<file path="config.mk">
export PLATFORM = sky130hd
export DESIGN_NAME = smpq_cell
export DESIGN_NICKNAME = d
export VERILOG_FILES = /design/src/design/smpq_pkg.sv /design/src/design/smpq_cell.sv
export SDC_FILE = /design/constraint.sdc
export NUM_CORES = 1
export LEC_CHECK = 0
export CORE_AREA = 2 2 95 97
export DETAILED_ROUTE_END_ITERATION = 8
export DIE_AREA = 0 0 97 99
export DONT_BUFFER_PORTS = 1
export GPL_TIMING_DRIVEN = 0
export SETUP_SLACK_MARGIN = 0.3
export SLEW_MARGIN = 20
export SYNTH_ARGS = -nofsm -noshare
export SYNTH_HDL_FRONTEND = slang
export SYNTH_SLANG_ARGS = --single-unit
export TNS_END_PERCENT = 100
</file>
<file path="constraint.sdc">
create_clock -name clk -period 1.78 [get_ports clk]
set_clock_uncertainty 0.1 [all_clocks]
set_input_delay 0.089 -clock clk [delete_from_list [all_inputs] [get_ports clk]]
set_output_delay 0.089 -clock clk [all_outputs]
set_load 0.02 [all_outputs]
</file>
<file path="src/design/smpq_pkg.sv">
// Shared types, codes and defaults for the sorted minimum priority queue.
package smpq_pkg;

    localparam int DEFAULT_CAPACITY = 64;
    localparam int OCC_W            = 7;

    typedef logic signed [31:0] cost_t;
    typedef logic [15:0]        tag_t;
    typedef logic [OCC_W-1:0]   occ_t;

    typedef enum logic {
        FUNC_PUSH = 1'b0,
        FUNC_POP  = 1'b1
    } func_t;

    typedef enum logic [1:0] {
        STATUS_OK    = 2'd0,
        STATUS_FULL  = 2'd1,
        STATUS_EMPTY = 2'd2
    } status_t;

    // What a cell loads at the next clock edge.
    typedef enum logic [1:0] {
        CELL_HOLD,
        CELL_LOAD_NEW,
        CELL_FROM_LEFT,
        CELL_FROM_RIGHT
    } cell_op_t;

    // Control word handed from the queue's control logic to each cell.
    typedef struct packed {
        cell_op_t op;
        logic     live;
    } cell_ctrl_t;

endpackage

</file>
<file path="src/design/smpq_cell.sv">
// One slot of the sorted chain: holds a (cost, tag) pair and compares it with the pushed key.
module smpq_cell (
    input  logic               clk,
    input  smpq_pkg::cell_ctrl_t ctrl,
    input  smpq_pkg::cost_t    new_cost,
    input  smpq_pkg::tag_t     new_tag,
    input  smpq_pkg::cost_t    left_cost,
    input  smpq_pkg::tag_t     left_tag,
    input  smpq_pkg::cost_t    right_cost,
    input  smpq_pkg::tag_t     right_tag,
    output smpq_pkg::cost_t    cost,
    output smpq_pkg::tag_t     tag,
    output smpq_pkg::cost_t    cost_nx,
    output smpq_pkg::tag_t     tag_nx,
    output logic               ge
);
    import smpq_pkg::*;

    cost_t cost_reg;
    cost_t cost_next;
    tag_t  tag_reg;
    tag_t  tag_next;

    // A slot past the fill level counts as greater than any key.
    assign ge = !ctrl.live || (cost_reg >= new_cost);

    always_comb
    begin
        unique case (ctrl.op)
            CELL_LOAD_NEW:
            begin
                cost_next = new_cost;
                tag_next  = new_tag;
            end
            CELL_FROM_LEFT:
            begin
                cost_next = left_cost;
                tag_next  = left_tag;
            end
            CELL_FROM_RIGHT:
            begin
                cost_next = right_cost;
                tag_next  = right_tag;
            end
            default:
            begin
                cost_next = cost_reg;
                tag_next  = tag_reg;
            end
        endcase
    end

    always_ff @(posedge clk)
    begin
        cost_reg <= cost_next;
        tag_reg  <= tag_next;
    end

    assign cost    = cost_reg;
    assign tag     = tag_reg;
    assign cost_nx = cost_next;
    assign tag_nx  = tag_next;

endmodule

</file>
==> metrics.txt, run 1 <==
chip width 97 µm; Leakage 1.369 nW; Crit path arrival time 2.12 ns; worst-path maximum fanout 3; hold depth 1; Synth top area share around 37%; nets around 410; maximum clock path buffer count 2; worst slew pin tran approximately 0.34 ns; max cap viols 0; nature of the critical path startpoint register; max incr delay on CP roughly 0.41 ns; Placer Congestion 0.7620; min cycle time layout approximately 2.3 ns; diodes inserted 0; PnR worst setup slack -0.5320 ns; max_slew headroom a little under 80%; final max-slew violation count 0; standard-cell rows 34; cells on worst reg2reg path 1; max reg flops 32; dominant cell type by area after synthesis mux4_2; CP Class reg2out; slowest stage cell, crit path dfxtp_4; worst path cell trace ha_4 -> a21oi_2 -> o21ai_2 -> a221o_1 -> a2111oi_4 -> a21oi_1 -> nand2b_4; TritonCTS clock tree built; die area between 0.009 and 0.01 mm²; maximum VDD drop roughly 0.38 mV; RR Endpoint tag[7]; register area share after synthesis between 30% and 40%; worst r2r src tag[7]; port bufs 0; Synth area leaders mux4_2 (37%), dfxtp_1 (33%), ha_1 (14%); # DRC 0; CP required between 1.5 and 2 ns; Starting DRT DRC Count 34; clk sinks 48; Pwr Total roughly 0.0032 W; number of vias per cell ~5.8; P per Cell Area 934.4 mW/mm²; core area approximately 0.0086 mm²; initial antenna violation count 0; first-pass GRT wire length 11,590 µm; share of cells above drive strength 1 between 50% and 60%; DRT Pass-1 Iters 4; synth-to-layout area growth 16.33%; worst-skew pair later-pin latency 0.30 ns; synthesized cell area about 0.0029 mm²; Mapped Cells 222; Final period util 129.9%; reg2reg setup slack 0.57 ns; synthesis warning total 0; vias in the first global route about 2,100; outcome finished, violations left; synthesized area per cell approximately 13 µm²; Congestion Overflow GR 0; RSZ-0062 raised after global routing yes; Vias just under 2,000; fmax 0.4325 GHz; GRT Overall Usage 15.51%; routed len/inst roughly 24 µm; Detail Placement HPWL just under 7000 µm; Post-CTS Hold Buffers 0; CTS root buf clkbuf_8; CTS buffer count 5; largest net degree at the start of global routing 16; final wirelength 8006 µm; Initial Utilization 34.49%; Yosys reg bits 48; die height between 90 and 100 µm; Hold Vio Cnt, Final 0; H-tree depth 2; I/O Pins roughly 250; Setup crit end kind output pin; final setup fails 1; worst min-delay path class in2reg; post-route antenna net violation count 0; Worst Hold Endpoint cost[29]; CTS clock-pin slew for the worst setup and hold paths approximately 0.09 ns; failing checks setup timing; HP Start ctrl[2]; net count after synthesis between 400 and 500; post-synthesis cell type count 24; post-layout util 40.12%
metal layers:
layer,global-route usage [%],wire length [µm],vias to the layer above
li1,-,-,884
met1,16.89,2847,965
met2,28.21,4305,133
met3,6.099,770,6
met4,4.117,82,0
met5,0,0,-
worst max path at each step:
stage / startpoint / to / slack, ns / cells after the start
final: cost[17] / ge / -0.53 / 7
after global placement: cost[31] / ge / -0.41 / 7
after floorplan: cost[23] / ge / -0.10 / 7
after global routing: cost[17] / ge / -0.65 / 7
after detailed placement: cost[11] / ge / -0.39 / 7
after CTS: cost[17] / ge / -0.58 / 7
power breakdown:
group | internal [W] | leakage, nW | switching (W)
combinational | 0.000385 | 0.906 | 0.000483
sequential | 0.00124 | 0.409 | 0.000294
clock | 0.000417 | 0.0541 | 0.000390
total | 0.00204 | 1.37 | 0.00117
worst max-delay path, delay by kind of cell (launching register included):
kind	cells	cell delay (ns)
adder cells (fa/ha/maj)	1	0.21
AO/OA/AOI/OAI	5	1.02
AND/OR/NAND/NOR	1	0.19
flip-flops	1	0.41
cell usage after synthesis, drive strengths merged:
| library cell | number |
|---|---|
| dfxtp | 48 |
| mux4 | 48 |
| inv | 34 |
| ha | 32 |
| a21oi | 13 |
| buf | 10 |
| nand4 | 7 |
| nand2 | 6 |
| nand3 | 4 |
| a21o | 3 |
| nor2 | 3 |
| o21ai | 3 |
| a221o | 2 |
| nor4 | 2 |
| a2111oi | 1 |
| a21boi | 1 |
| a31oi | 1 |
| nand2b | 1 |
| nor2b | 1 |
| o211ai | 1 |
| o31ai | 1 |
layout by cell type, fill, tap and decap left out, types with 2 or more instances in the layout:
cell type	count
o21ai_1	2
dfxtp_2	28
ha_4	8
inv_1	34
ha_1	24
a221o_1	2
dfxtp_4	10
nor2_1	3
dfxtp_1	10
a21oi_1	10
mux4_2	48
buf_2	7
nand3_1	4
a21o_1	3
a21oi_2	3
clkbuf_8	5
buf_4	5
nand4_1	7
nand2_1	6
cells by family (layout without fill, tap and decap cells):
family	count (synthesis)	in the layout	share of synthesized area, %
muxes	48	48	36.66
DFF	48	48	32.58
buffers and inverters	44	54	6.109
adders and majority gates	32	32	13.58
AOI/OAI and AO/OA	26	26	6.916
and+or+nand+nor	24	24	4.158
layout make-up:
| cell class | instances | area [µm²] |
|---|---|---|
| multi-input combinational | 130 | 1951 |
| clock inverter | 3 | 42.54 |
| timing repair buffer | 2 | 15.01 |
| inverter | 34 | 127.6 |
| tap | 108 | 135.1 |
| sequential | 48 | 1033 |
| buffer | 10 | 57.56 |
| clock buffer | 5 | 68.82 |
| fill | 807 | 5120 |
metrics by stage:
| stage | hold slack [ns] | instance area (µm²) | setup slack [ns] | std cells | TNS, ns |
|---|---|---|---|---|---|
| final | 0.02049 | 3431 | -0.5320 | 340 | -0.5320 |
| after detailed placement | 0.3271 | 3219 | -0.3899 | 330 | -0.3899 |
| after global placement | 0.3287 | 3219 | -0.4106 | 330 | -0.4106 |
| after CTS | 0.007172 | 3397 | -0.5760 | 340 | -0.5760 |
| after global routing | 0.01653 | 3431 | -0.6486 | 340 | -0.6486 |
| after floorplan | 0.2942 | 3084 | -0.1005 | 222 | -0.1005 |
what timing repair did:
action	CTS	global route
setup endpoints to repair	24	12
resized for setup	19	14
hold endpoints to repair	0	0
setup buffers	2	0
pin swaps	4	0
(Power assumes the default switching activity.)
==> run 2: changes to the inputs <==
clock period = 2.7 ns   (was 1.78 ns; I/O delays follow)
==> metrics.txt, run 2 (same netlist as run 1, synthesis figures left out) <==
diodes inserted 0 (unchanged); TritonCTS clock tree built; share of cells above drive strength 1 49.36% (-4.5 points); worst min-delay path class in2reg; max_slew headroom 75.06% (-2.3 points); worst-skew pair later-pin latency 0.29 ns (about the same); Starting DRT DRC Count 31 (-8.8%); Initial Utilization 34.49% (unchanged); most frequent cells in the layout mux4_2 (48), inv_1 (34), dfxtp_1 (28), ha_1 (19), dfxtp_4 (14); min cycle time layout ~2.5 ns; CP required 2.47 ns (+0.88 ns); die area 0.009603 mm² (unchanged); H-tree depth 2 (unchanged); final max-slew violation count 0 (unchanged); CP Class reg2out; CTS root buf clkbuf_8; CTS buffer count 5 (unchanged); core area 0.008551 mm² (unchanged); max reg flops 32 (unchanged); setup TNS 0 ns (+0.5320 ns); chip width 97 µm (unchanged); final wirelength 8454 µm (+5.6%); worst path cell trace ha_1 -> nand4_1 -> inv_1 -> a221o_1 -> a2111oi_4 -> a21oi_2 -> nand2b_4; Sequential cell area 0.001021 mm² (-1.2%); commonest non-fill, non-tap cell in the layout mux4_2; Final period util 91.10%; P per Cell Area 583.1 mW/mm² (-38%); non-filler instance count after layout 341 (+0.29%); Congestion Overflow GR 0 (unchanged); fmax 0.4065 GHz; largest net degree at the start of global routing 14 (-2); PnR worst setup slack 0.2402 ns (+0.7722 ns); number of vias per cell 5.818 (-0.49%); standard-cell rows 34 (unchanged); worst slew pin tran 0.3741 ns (+0.03515 ns); outcome finished, final reports clean; routed len/inst 24.79 µm (+5.3%); vias in the first global route 2,210 (+5.8%); post-route antenna net violation count 0 (unchanged); initial antenna violation count 0 (unchanged); slowest stage cell, crit path dfxtp_2; max cap viols 0 (unchanged); Vias 1,984 (-0.20%); Leakage 1.374 nW (+0.41%); final hold slack 0.08422 ns (+0.06373 ns); Detail Placement HPWL 7048 µm (+2.0%); max incr delay on CP 0.42 ns (about the same); placed cells 330 (unchanged); port bufs 0 (unchanged); Setup crit end kind output pin; WP buf/inv 1 (+1); die height 99 µm (unchanged); GRT Overall Usage 16.88% (+1.4 points); final setup fails 0 (-1); DRT Pass-1 Iters 4 (unchanged); RSZ-0062 raised after global routing yes; Hold Vio Cnt, Final 0 (unchanged); Placer Congestion 0.7863 (+3.2%); maximum VDD drop 0.2259 mV (-40%); multi-input logic area 0.002041 mm² (+4.6%); worst-path maximum fanout 3 (unchanged); clk sinks 48 (unchanged); I/O Pins 245 (unchanged); CTS clock-pin slew for the worst setup and hold paths 0.09 ns (about the same); nets 413 (+0.49%); Post-CTS Hold Buffers 0 (unchanged); nature of the critical path startpoint register; maximum clock path buffer count 2 (unchanged); pre-CTS setup slack 0.1872 ns (+0.5771 ns); synth-to-layout area growth 18.16%; Fillers 796 (-1.4%); first-pass GRT wire length 12,530 µm (+8.1%); Crit path arrival time 2.22 ns (+0.10 ns); post-layout util 40.75% (+0.63 points); cell family with most CP delay compound AO/OA/AOI/OAI gates; # DRC 0 (unchanged)
==> run 2: metal layers <==
| layer | track usage, % | wire length (µm) | part of all wire [%] | vias up |
|---|---|---|---|---|
| met5 | 0 | 0 | 0 | - |
| met4 | 3.250 | 36 | 0.43 | 0 |
| met3 | 6.170 | 778 | 9.2 | 2 |
| met2 | 32.26 | 4739 | 56 | 136 |
| met1 | 17.85 | 2900 | 34 | 959 |
| li1 | - | - | - | 887 |
==> run 2: repair_timing <==
action	CTS	global route
setup buffers	4	0
pin swaps	15	5
endpoints found under the setup margin	1	1
gates resized for setup	55	7
==> run 2: power breakdown <==
| group | switching (W) | total (W) | internal, W |
|---|---|---|---|
| Sequential | 0.000201 | 0.00101 | 0.000807 |
| Clock | 0.000236 | 0.000413 | 0.000177 |
| Combinational | 0.000337 | 0.000610 | 0.000273 |
| Total | 0.000774 | 0.00203 | 0.00126 |
==> run 2: final timing paths <==
| path | cells past startpoint | end | slack, ns | startpoint |
|---|---|---|---|---|
| min reg2reg | 1 | cost[5] | 0.68 | cost[5] |
| max reg2reg | 1 | cost[2] | 1.44 | cost[2] |
| max | 7 | ge | 0.24 | cost[20] |
| min | 1 | cost[12] | 0.08 | left_cost[12] |
==> run 2: final cells by class <==
class / instances / area share [%]
Multi-Input combinational cell: 130 / 58.56
Sequential cell: 48 / 29.30
Buffer: 10 / 1.508
Clock buffer: 6 / 2.083
Inverter: 34 / 3.662
Tap cell: 108 / 3.878
Clock inverter: 1 / 0.1436
Timing Repair Buffer: 4 / 0.8618
==> run 2: stage by stage <==
step	total power [W]	area, µm²
2_1_floorplan	0.001442	2949
5_1_grt	0.002146	3485
6_report	0.002032	3485
4_1_cts	0.002047	3430
3_5_place_dp	0.001552	3084
3_3_place_gp	0.001542	3084
